[src/design/rpdb_pkg.sv]
// shared types, register codes and color expansion for the pixmap decode and blend unit
package rpdb_pkg;

   // configuration register indexes
   localparam logic [2:0] CSR_FORMAT      = 3'd0;
   localparam logic [2:0] CSR_ALPHA       = 3'd1;
   localparam logic [2:0] CSR_WIDTH       = 3'd2;
   localparam logic [2:0] CSR_HEIGHT      = 3'd3;
   localparam logic [2:0] CSR_CLIP_X_LOW  = 3'd4;
   localparam logic [2:0] CSR_CLIP_X_HIGH = 3'd5;
   localparam logic [2:0] CSR_CLIP_Y_LOW  = 3'd6;
   localparam logic [2:0] CSR_CLIP_Y_HIGH = 3'd7;

   localparam int CSR_DATA_W = 12;

   // pixel format codes, codes six and seven decode as raw888
   localparam logic [2:0] FMT_RAW332 = 3'd0;
   localparam logic [2:0] FMT_RAW565 = 3'd1;
   localparam logic [2:0] FMT_RAW888 = 3'd2;
   localparam logic [2:0] FMT_RLE332 = 3'd3;
   localparam logic [2:0] FMT_RLE565 = 3'd4;
   localparam logic [2:0] FMT_RLE888 = 3'd5;

   // source color layouts
   localparam logic [1:0] KIND_332 = 2'd0;
   localparam logic [1:0] KIND_565 = 2'd1;
   localparam logic [1:0] KIND_888 = 2'd2;

   // queue between front and back
   localparam int QUEUE_DEPTH = 4;
   localparam int QPTR_W      = $clog2(QUEUE_DEPTH);
   localparam int QCNT_W      = $clog2(QUEUE_DEPTH + 1);

   typedef struct packed {
      logic [7:0]  record_count;
      logic [23:0] record_color;
      logic [23:0] background_color;
   } req_beat_type;

   typedef struct packed {
      logic [23:0] pixel_color;
      logic        pixel_visible;
      logic        record_taken;
      logic        image_done;
   } rsp_beat_type;

   typedef struct packed {
      logic [2:0]  pixel_format;
      logic [7:0]  alpha;
      logic [11:0] image_width;
      logic [11:0] image_height;
      logic [10:0] clip_x_low;
      logic [10:0] clip_x_high;
      logic [10:0] clip_y_low;
      logic [10:0] clip_y_high;
   } cfg_type;

   // one classified pixel handed from front to back
   typedef struct packed {
      logic [23:0] fg;
      logic [23:0] bg;
      logic        visible;
      logic        taken;
      logic        done;
   } job_type;

   function automatic logic [7:0] rep3(input logic [2:0] v);
      return {v, v, v[2:1]};
   endfunction

   function automatic logic [7:0] rep5(input logic [4:0] v);
      return {v, v[4:2]};
   endfunction

   function automatic logic [7:0] rep6(input logic [5:0] v);
      return {v, v[5:4]};
   endfunction

   // expand a raw source color to rgb888 by bit replication
   function automatic logic [23:0] expand_color(input logic [1:0] kind, input logic [23:0] raw);
      logic [23:0] res;
      case (kind)
         KIND_332: res = {rep3(raw[7:5]), rep3(raw[4:2]), {4{raw[1:0]}}};
         KIND_565: res = {rep5(raw[15:11]), rep6(raw[10:5]), rep5(raw[4:0])};
         default:  res = raw;
      endcase
      return res;
   endfunction

endpackage

[src/design/rpdb_front.sv]
// front part: run-length decode, raster position tracking and clip classification
module rpdb_front #(
   parameter int MAX_WIDTH  = 2048,
   parameter int MAX_HEIGHT = 2048
) (
   input  logic                  clock,
   input  logic                  reset,
   input  rpdb_pkg::cfg_type     cfg,
   input  logic                  req_valid,
   input  rpdb_pkg::req_beat_type req_beat,
   input  logic                  queue_full,
   output logic                  push,
   output rpdb_pkg::job_type     job
);
   import rpdb_pkg::*;

   localparam int XW  = $clog2(MAX_WIDTH);
   localparam int YW  = $clog2(MAX_HEIGHT);
   localparam int XCW = (XW + 1 > 13) ? XW + 1 : 13;
   localparam int YCW = (YW + 1 > 13) ? YW + 1 : 13;

   logic [8:0]    run_left_ff, run_left_in;
   logic [23:0]   run_color_ff, run_color_in;
   logic [XW-1:0] col_ff, col_in;
   logic [YW-1:0] line_ff, line_in;

   logic [1:0]     kind;
   logic           is_rle;
   logic [23:0]    expanded;
   logic [8:0]     run_load;
   logic [XCW-1:0] w_ext, w_lim, col_ext;
   logic [YCW-1:0] h_ext, h_lim, line_ext;
   logic           eol;

   assign push = req_valid && !queue_full;

   // format decode and color expansion
   always_comb begin
      case (cfg.pixel_format)
         FMT_RAW332, FMT_RLE332: kind = KIND_332;
         FMT_RAW565, FMT_RLE565: kind = KIND_565;
         default:                kind = KIND_888;
      endcase
      is_rle = (cfg.pixel_format == FMT_RLE332) || (cfg.pixel_format == FMT_RLE565) ||
               (cfg.pixel_format == FMT_RLE888);
      expanded = expand_color(kind, req_beat.record_color);
   end

   // image size limited to one through the maximum
   always_comb begin
      w_ext = XCW'(cfg.image_width);
      h_ext = YCW'(cfg.image_height);
      if (w_ext == '0) begin
         w_lim = XCW'(1);
      end else if (w_ext > XCW'(MAX_WIDTH)) begin
         w_lim = XCW'(MAX_WIDTH);
      end else begin
         w_lim = w_ext;
      end
      if (h_ext == '0) begin
         h_lim = YCW'(1);
      end else if (h_ext > YCW'(MAX_HEIGHT)) begin
         h_lim = YCW'(MAX_HEIGHT);
      end else begin
         h_lim = h_ext;
      end
      col_ext  = XCW'(col_ff);
      line_ext = YCW'(line_ff);
   end

   // classify the pixel and work out the next decoder state
   always_comb begin
      run_left_in  = run_left_ff;
      run_color_in = run_color_ff;
      col_in       = col_ff;
      line_in      = line_ff;
      run_load     = run_left_ff;

      job.bg = req_beat.background_color;
      if (is_rle) begin
         job.taken = (run_left_ff == '0);
         if (job.taken) begin
            run_load     = (req_beat.record_count == '0) ? 9'd256 : {1'b0, req_beat.record_count};
            run_color_in = expanded;
         end
         job.fg      = job.taken ? expanded : run_color_ff;
         run_left_in = run_load - 9'd1;
      end else begin
         job.taken = 1'b1;
         job.fg    = expanded;
      end

      job.visible = (col_ext >= XCW'(cfg.clip_x_low)) && (col_ext <= XCW'(cfg.clip_x_high)) &&
                    (line_ext >= YCW'(cfg.clip_y_low)) && (line_ext <= YCW'(cfg.clip_y_high));
      eol      = (col_ext + XCW'(1)) >= w_lim;
      job.done = eol && ((line_ext + YCW'(1)) >= h_lim);

      if (job.done) begin
         col_in      = '0;
         line_in     = '0;
         run_left_in = '0;
      end else if (eol) begin
         col_in  = '0;
         line_in = line_ff + YW'(1);
      end else begin
         col_in = col_ff + XW'(1);
      end
   end

   // decoder state advances on each accepted beat
   always_ff @(posedge clock) begin
      if (reset) begin
         run_left_ff  <= '0;
         run_color_ff <= '0;
         col_ff       <= '0;
         line_ff      <= '0;
      end else if (push) begin
         run_left_ff  <= run_left_in;
         run_color_ff <= run_color_in;
         col_ff       <= col_in;
         line_ff      <= line_in;
      end
   end

   // end of image starts the next image at the origin with a fresh record
   a_done_restart: assert property (@(posedge clock) disable iff (reset)
      push && job.done |=> col_ff == '0 && line_ff == '0 && run_left_ff == '0)
      else $error("decoder state not cleared after last pixel");

   // raw formats consume every record
   a_raw_taken: assert property (@(posedge clock) disable iff (reset)
      push && !is_rle |-> job.taken)
      else $error("raw format beat did not take its record");

endmodule

[src/design/rpdb_queue.sv]
// short register queue between the front and back parts
module rpdb_queue (
   input  logic               clock,
   input  logic               reset,
   input  logic               push,
   input  rpdb_pkg::job_type  push_job,
   output logic               full,
   input  logic               pop,
   output logic               head_valid,
   output rpdb_pkg::job_type  head_job
);
   import rpdb_pkg::*;

   job_type           slot_ff [QUEUE_DEPTH];
   logic [QPTR_W-1:0] wr_ptr_ff, rd_ptr_ff;
   logic [QCNT_W-1:0] count_ff, count_in;

   assign full       = (count_ff == QCNT_W'(QUEUE_DEPTH));
   assign head_valid = (count_ff != '0);
   assign head_job   = slot_ff[rd_ptr_ff];

   // occupancy
   always_comb begin
      count_in = count_ff;
      if (push && !pop) begin
         count_in = count_ff + QCNT_W'(1);
      end else if (pop && !push) begin
         count_in = count_ff - QCNT_W'(1);
      end
   end

   // pointers and fill
   always_ff @(posedge clock) begin
      if (reset) begin
         wr_ptr_ff <= '0;
         rd_ptr_ff <= '0;
         count_ff  <= '0;
      end else begin
         count_ff <= count_in;
         if (push) begin
            wr_ptr_ff <= (wr_ptr_ff == QPTR_W'(QUEUE_DEPTH - 1)) ? '0 : wr_ptr_ff + QPTR_W'(1);
         end
         if (pop) begin
            rd_ptr_ff <= (rd_ptr_ff == QPTR_W'(QUEUE_DEPTH - 1)) ? '0 : rd_ptr_ff + QPTR_W'(1);
         end
      end
   end

   // slot storage
   always_ff @(posedge clock) begin
      if (push) begin
         slot_ff[wr_ptr_ff] <= push_job;
      end
   end

   a_no_overflow: assert property (@(posedge clock) disable iff (reset)
      push |-> !full)
      else $error("queue written while full");

   a_no_underflow: assert property (@(posedge clock) disable iff (reset)
      pop |-> head_valid)
      else $error("queue read while empty");

endmodule

[src/design/rpdb_back.sv]
// back part: alpha blend pipeline and result register
module rpdb_back (
   input  logic                    clock,
   input  logic                    reset,
   input  logic [7:0]              alpha,
   input  logic                    head_valid,
   input  rpdb_pkg::job_type       head_job,
   output logic                    pop,
   output logic                    rsp_valid,
   input  logic                    rsp_stall,
   output rpdb_pkg::rsp_beat_type  rsp_beat
);
   import rpdb_pkg::*;

   logic              s1_v_ff, s1_v_in;
   job_type           s1_job_ff;
   logic              s1_opaque_ff;
   logic [2:0][15:0]  s1_fa_ff, s1_fa_in;
   logic [2:0][15:0]  s1_bb_ff, s1_bb_in;
   logic              out_v_ff, out_v_in;
   rsp_beat_type      out_ff, out_in;
   logic              out_adv, s1_adv;
   logic [7:0]        inv_alpha;
   logic [15:0]       sum;
   logic [23:0]       blended;

   assign out_adv   = !out_v_ff || !rsp_stall;
   assign s1_adv    = !s1_v_ff || out_adv;
   assign pop       = head_valid && s1_adv;
   assign s1_v_in   = s1_adv ? head_valid : s1_v_ff;
   assign out_v_in  = out_adv ? s1_v_ff : out_v_ff;
   assign inv_alpha = 8'd255 - alpha;
   assign rsp_valid = out_v_ff;
   assign rsp_beat  = out_ff;

   // per channel weighted products
   always_comb begin
      for (int c = 0; c < 3; c++) begin
         s1_fa_in[c] = 16'(head_job.fg[c*8 +: 8]) * 16'(alpha);
         s1_bb_in[c] = 16'(head_job.bg[c*8 +: 8]) * 16'(inv_alpha);
      end
   end

   // sum, scale and clip select
   always_comb begin
      blended = '0;
      sum     = '0;
      for (int c = 0; c < 3; c++) begin
         sum = s1_fa_ff[c] + s1_bb_ff[c];
         blended[c*8 +: 8] = sum[15:8];
      end
      if (s1_opaque_ff) begin
         blended = s1_job_ff.fg;
      end
      out_in.pixel_color   = s1_job_ff.visible ? blended : s1_job_ff.bg;
      out_in.pixel_visible = s1_job_ff.visible;
      out_in.record_taken  = s1_job_ff.taken;
      out_in.image_done    = s1_job_ff.done;
   end

   // valid bits
   always_ff @(posedge clock) begin
      if (reset) begin
         s1_v_ff  <= 1'b0;
         out_v_ff <= 1'b0;
      end else begin
         s1_v_ff  <= s1_v_in;
         out_v_ff <= out_v_in;
      end
   end

   // payload registers
   always_ff @(posedge clock) begin
      if (pop) begin
         s1_job_ff    <= head_job;
         s1_opaque_ff <= (alpha == 8'd255);
         s1_fa_ff     <= s1_fa_in;
         s1_bb_ff     <= s1_bb_in;
      end
      if (out_adv && s1_v_ff) begin
         out_ff <= out_in;
      end
   end

   a_pop_fills_stage: assert property (@(posedge clock) disable iff (reset)
      pop |=> s1_v_ff)
      else $error("popped beat lost before blend stage");

endmodule

[src/design/rle_pixmap_decode_blend_unit.sv]
// top level of the run-length pixmap decoder with alpha blend
//
//   port group | direction | beat contents
//   req_*      | in        | record count, record color, background pixel
//   rsp_*      | out       | blended pixel, visible, record taken, image done
//   csr_*      | in        | register index and write data, no read-back
//
// one pixel per clock sustained when nothing stalls; an accepted beat passes the queue,
// the blend stage and the result register before it shows on rsp_valid.
// the run and position state in the front part updates in the accepting cycle.
// a four entry queue separates the front from the two stage blend pipeline.
// reset is synchronous, clears valid bits, queue pointers and decoder state, and loads configuration defaults.
// req_stall rises only when the queue is full.
module rle_pixmap_decode_blend_unit #(
   parameter int MAX_WIDTH  = 2048,
   parameter int MAX_HEIGHT = 2048
) (
   input  logic                                clock,
   input  logic                                reset,
   input  logic                                req_valid,
   output logic                                req_stall,
   input  rpdb_pkg::req_beat_type              req_beat,
   output logic                                rsp_valid,
   input  logic                                rsp_stall,
   output rpdb_pkg::rsp_beat_type              rsp_beat,
   input  logic                                csr_write,
   input  logic [2:0]                          csr_index,
   input  logic [rpdb_pkg::CSR_DATA_W-1:0]     csr_wdata
);
   import rpdb_pkg::*;

   cfg_type cfg_ff, cfg_in;
   logic    push, full, pop, head_valid;
   job_type push_job, head_job;

   assign req_stall = full;

   // register write decode
   always_comb begin
      cfg_in = cfg_ff;
      if (csr_write) begin
         case (csr_index)
            CSR_FORMAT:      cfg_in.pixel_format = csr_wdata[2:0];
            CSR_ALPHA:       cfg_in.alpha        = csr_wdata[7:0];
            CSR_WIDTH:       cfg_in.image_width  = csr_wdata[11:0];
            CSR_HEIGHT:      cfg_in.image_height = csr_wdata[11:0];
            CSR_CLIP_X_LOW:  cfg_in.clip_x_low   = csr_wdata[10:0];
            CSR_CLIP_X_HIGH: cfg_in.clip_x_high  = csr_wdata[10:0];
            CSR_CLIP_Y_LOW:  cfg_in.clip_y_low   = csr_wdata[10:0];
            CSR_CLIP_Y_HIGH: cfg_in.clip_y_high  = csr_wdata[10:0];
            default:         cfg_in = cfg_ff;
         endcase
      end
   end

   // configuration registers
   always_ff @(posedge clock) begin
      if (reset) begin
         cfg_ff.pixel_format <= FMT_RLE332;
         cfg_ff.alpha        <= 8'd255;
         cfg_ff.image_width  <= 12'd1;
         cfg_ff.image_height <= 12'd1;
         cfg_ff.clip_x_low   <= 11'd0;
         cfg_ff.clip_x_high  <= 11'd2047;
         cfg_ff.clip_y_low   <= 11'd0;
         cfg_ff.clip_y_high  <= 11'd2047;
      end else begin
         cfg_ff <= cfg_in;
      end
   end

   rpdb_front #(
      .MAX_WIDTH  (MAX_WIDTH),
      .MAX_HEIGHT (MAX_HEIGHT)
   ) u_front (
      .clock      (clock),
      .reset      (reset),
      .cfg        (cfg_ff),
      .req_valid  (req_valid),
      .req_beat   (req_beat),
      .queue_full (full),
      .push       (push),
      .job        (push_job)
   );

   rpdb_queue u_queue (
      .clock      (clock),
      .reset      (reset),
      .push       (push),
      .push_job   (push_job),
      .full       (full),
      .pop        (pop),
      .head_valid (head_valid),
      .head_job   (head_job)
   );

   rpdb_back u_back (
      .clock      (clock),
      .reset      (reset),
      .alpha      (cfg_ff.alpha),
      .head_valid (head_valid),
      .head_job   (head_job),
      .pop        (pop),
      .rsp_valid  (rsp_valid),
      .rsp_stall  (rsp_stall),
      .rsp_beat   (rsp_beat)
   );

endmodule

[config.mk]
export PLATFORM = sky130hd
export DESIGN_NAME = rle_pixmap_decode_blend_unit
export DESIGN_NICKNAME = d
export VERILOG_FILES = /design/src/design/rpdb_pkg.sv /design/src/design/rpdb_front.sv /design/src/design/rpdb_queue.sv /design/src/design/rpdb_back.sv /design/src/design/rle_pixmap_decode_blend_unit.sv
export SDC_FILE = /design/constraint.sdc
export NUM_CORES = 2
export LEC_CHECK = 0
export ABC_AREA = 1
export BUFFER_PORTS_ARGS = -buffer_cell sky130_fd_sc_hd__buf_4
export CELL_PAD_IN_SITES_DETAIL_PLACEMENT = 0
export CELL_PAD_IN_SITES_GLOBAL_PLACEMENT = 2
export CORE_MARGIN = 2
export CORE_UTILIZATION = 40
export DETAILED_ROUTE_END_ITERATION = 10
export GPL_TIMING_DRIVEN = 0
export HOLD_SLACK_MARGIN = 0.1
export PLACE_DENSITY_LB_ADDON = 0.1
export SLEW_MARGIN = 25
export SYNTH_ARGS = -nofsm -noshare
export SYNTH_HDL_FRONTEND = slang
export SYNTH_SLANG_ARGS = --single-unit
[constraint.sdc]
create_clock -name clock -period 6.2 [get_ports clock]
set_input_delay 1.24 -clock clock [delete_from_list [all_inputs] [get_ports clock]]
set_output_delay 1.24 -clock clock [all_outputs]
set_load 0.01 [all_outputs]
==> metrics <==
status finished, final reports clean; reg-to-reg critical path endpoint u_back.s1_fa_ff[13]; Post-synth EDFFs 379; Worst path top cell family by delay buffers and inverters; CTS Buffer Depth 3; hold buffer count at CTS 0; vias 27,200; Slew Viols, Final 0; PortBufs 101; CP Capture Type flop; final worst path period share 95.1%; Reg clk slew, reported paths 60 ps; asr flop ratio synth 0%; min-delay src u_back.out_in[0]; width of the die 304 um; Hold Path Class flop to flop; Die Span Y 304 um; routed len/inst 19.6 um; wl on met1 48,300 um; wire length of the first global-routing pass 162,000 um; CP dominant cell by count fa_1; Worst Reg-to-Reg Cells 17; register bit total from synthesis 524; Setup Viol. Count Final 0; Critical Path Max Stage Delay 760 ps; CTS Buf Count 61; DR DRC count 0; Min-Delay Path Depth 0; CTS root buf clkbuf_16; Layout Nets 4,840; Worst path slowest cell clkinv_1; cell taking the most area after synthesis edfxtp_1; Cell variety after synth 57; Setup Buffers After CTS 0; Warnings, synthesis 0; WP data required 6620 ps; critical path start-end classification flop to flop; Min Hold Slack 421 ps; FILL cells 8,723; Routed met3 length 5880 um; reg2reg setup slack 310 ps; largest net degree at the start of global routing 92; Vias per Instance 5.01; DIE AREA 0.0923 mm2; hold endpoint u_back.rsp_beat[0]; crit path time final 5890 ps; CP cell instances clkbuf_1 > clkinv_1 > clkbuf_1 > nor2_1 > fa_1 > fa_1 > inv_1 > fa_1 > inv_1 > ha_1 > nand2_1 > o21ai_0 > nor2_1 > o21ai_0 > nand3_1 > nand2_1 > xor2_1; Buffers & Inverters on Critical Path 5; DRT Wirelength 107,000 um; Synth top area share 31.7%; row count 109; Detailed Place HPWL 83,100 um; vias in the first global route 27,007; commonest cells after routing, fill and taps aside nand2_1 (772), inv_1 (577), nor2_1 (543), edfxtp_1 (379), ha_1 (335); # Max-Cap Violations 0; Crit Reg-Reg Startpoint cfg_ff[68]; TritonCTS clock tree yes; cell area after synthesis 0.0360 mm2; DRT antenna net count 0; main area contributors after synthesis edfxtp_1 (32%), fa_1 (12%), ha_1 (12%), nand2_1 (8.1%), dfxtp_1 (8.1%); RSZ-0062 raised after global routing no; post-synthesis average cell area 8.90 um2; proportion of layout cells with a drive suffix above 1 6.92%; Post-synth top flop edfxtp_1; TritonCTS Sinks 524; H-tree depth 2; Slew headroom 31.9%; met2 WL 49,400 um; Max Fclk 170 MHz; Ports 105; GRT Total Usage 23.1%; setup TNS 0 ps; Cells after Synth 4,038; worst-case clock skew 44.5 ps; initial antenna violation count 11; routability congestion estimate from global placement 0.833; Worst-Skew Late Latency 670 ps; sequential-to-total area share from yosys stat 39.7%; syn nets 4,666; Max Used Layer met5; Startpoint Class flop; total gr overflow 0; Post-Layout Cell Count 5,430; Core Region 0.0888 mm2; Slew @ Worst Pin 1020 ps; placed cell count 5,316; Layout area overhead 13.2%; Fin. Hold Viols 0; crit path max fanout 10; 1st-iter DRT viols 1,607; Initial Util 40.5%; Arr. time, crit path 6320 ps; most common cell after layout, fill and taps aside nand2_1; DR pass1 iterations 5
==> layout make-up <==
type / count / area [um2] / area share [%]
diodes: 1 / 2.50 / 0.00615
clock buffers: 72 / 1600 / 3.93
well taps: 1165 / 1460 / 3.58
inverters: 593 / 2240 / 5.51
multi-input cells: 2795 / 19000 / 46.6
plain buffers: 124 / 537 / 1.32
repair buffers: 113 / 1050 / 2.58
flip-flops and latches: 524 / 14300 / 35.1
clock inverters: 43 / 554 / 1.36
==> cells by family (layout without fill, tap and decap cells) <==
kind of cell	count (synthesis)	count (layout)	synth area share, %
simple gates	1632	1632	18.5
flops	524	524	39.7
buf+inv	719	945	7.69
mux	2	2	0.0626
compound gates	513	513	7.99
fa+ha+maj	552	552	23.7
xor+xnor	96	96	2.34
other cells	0	1	0
==> registers in the layout (all words and copies together), names as in the netlist, named ones only <==
register / count
cfg_ff: 79
u_back.out_in: 3
u_back.rsp_beat: 27
u_back.rsp_valid: 1
u_back.s1_bb_ff: 48
u_back.s1_fa_ff: 48
u_back.s1_job_ff: 48
u_back.s1_opaque_ff: 1
u_back.s1_v_ff: 1
u_front.col_ff: 11
u_front.line_ff: 11
u_front.run_color_ff: 24
u_front.run_left_ff: 9
u_queue.count_ff: 3
u_queue.rd_ptr_ff: 2
u_queue.slot_ff: 204
u_queue.wr_ptr_ff: 2
==> per-layer routing <==
metal,track usage (%),up-vias
met5,0,-
met4,6.33,16
met3,3.92,148
met2,38.5,568
met1,31.1,12922
li1,-,13546
==> worst max-delay path by stage <==
stage	start	to	slack (ps)	cells past startpoint
after detailed placement	flop	u_back.s1_bb_ff[30]	-170	21
after floorplan	rsp_stall	flop	1040	7
after CTS	flop	u_back.s1_bb_ff[30]	60	21
after global routing	flop	u_back.s1_bb_ff[29]	20	22
final	cfg_ff[68]	u_back.s1_fa_ff[13]	310	17
after global placement	rsp_stall	flop	-880	8
==> per-stage QoR <==
step,area [um2],worst slack (ps),util (%)
6_report,40700,307,45.8
5_1_grt,40700,22.1,45.8
4_1_cts,40700,63.0,45.8
3_5_place_dp,38500,-171,43.4
3_3_place_gp,38200,-883,43.0
2_1_floorplan,36000,1040,-
==> timing repair <==
action                     4_1_cts  5_1_grt
setup endpoints to repair        6       12
gates resized for setup          6       17
pin swaps                        0        0
==> synth_stat cells (6+ instances only) <==
cell type,count
a211oi_1,11
a21o_1,16
a21oi_1,235
a21oi_2,6
buf_1,7
buf_2,18
clkbuf_1,95
clkinv_1,6
dfxtp_1,145
edfxtp_1,379
fa_1,217
ha_1,335
inv_1,578
inv_2,7
nand2_1,780
nand3_1,208
nand4_1,26
nor2_1,548
nor3_1,42
nor4_1,8
o211ai_1,22
o21a_1,8
o21ai_0,157
o21ai_1,10
o21bai_1,14
xnor2_1,35
xor2_1,61
Power is not shown: default switching activity piles up to over one toggle a cycle in this logic, so the estimate is an artifact.
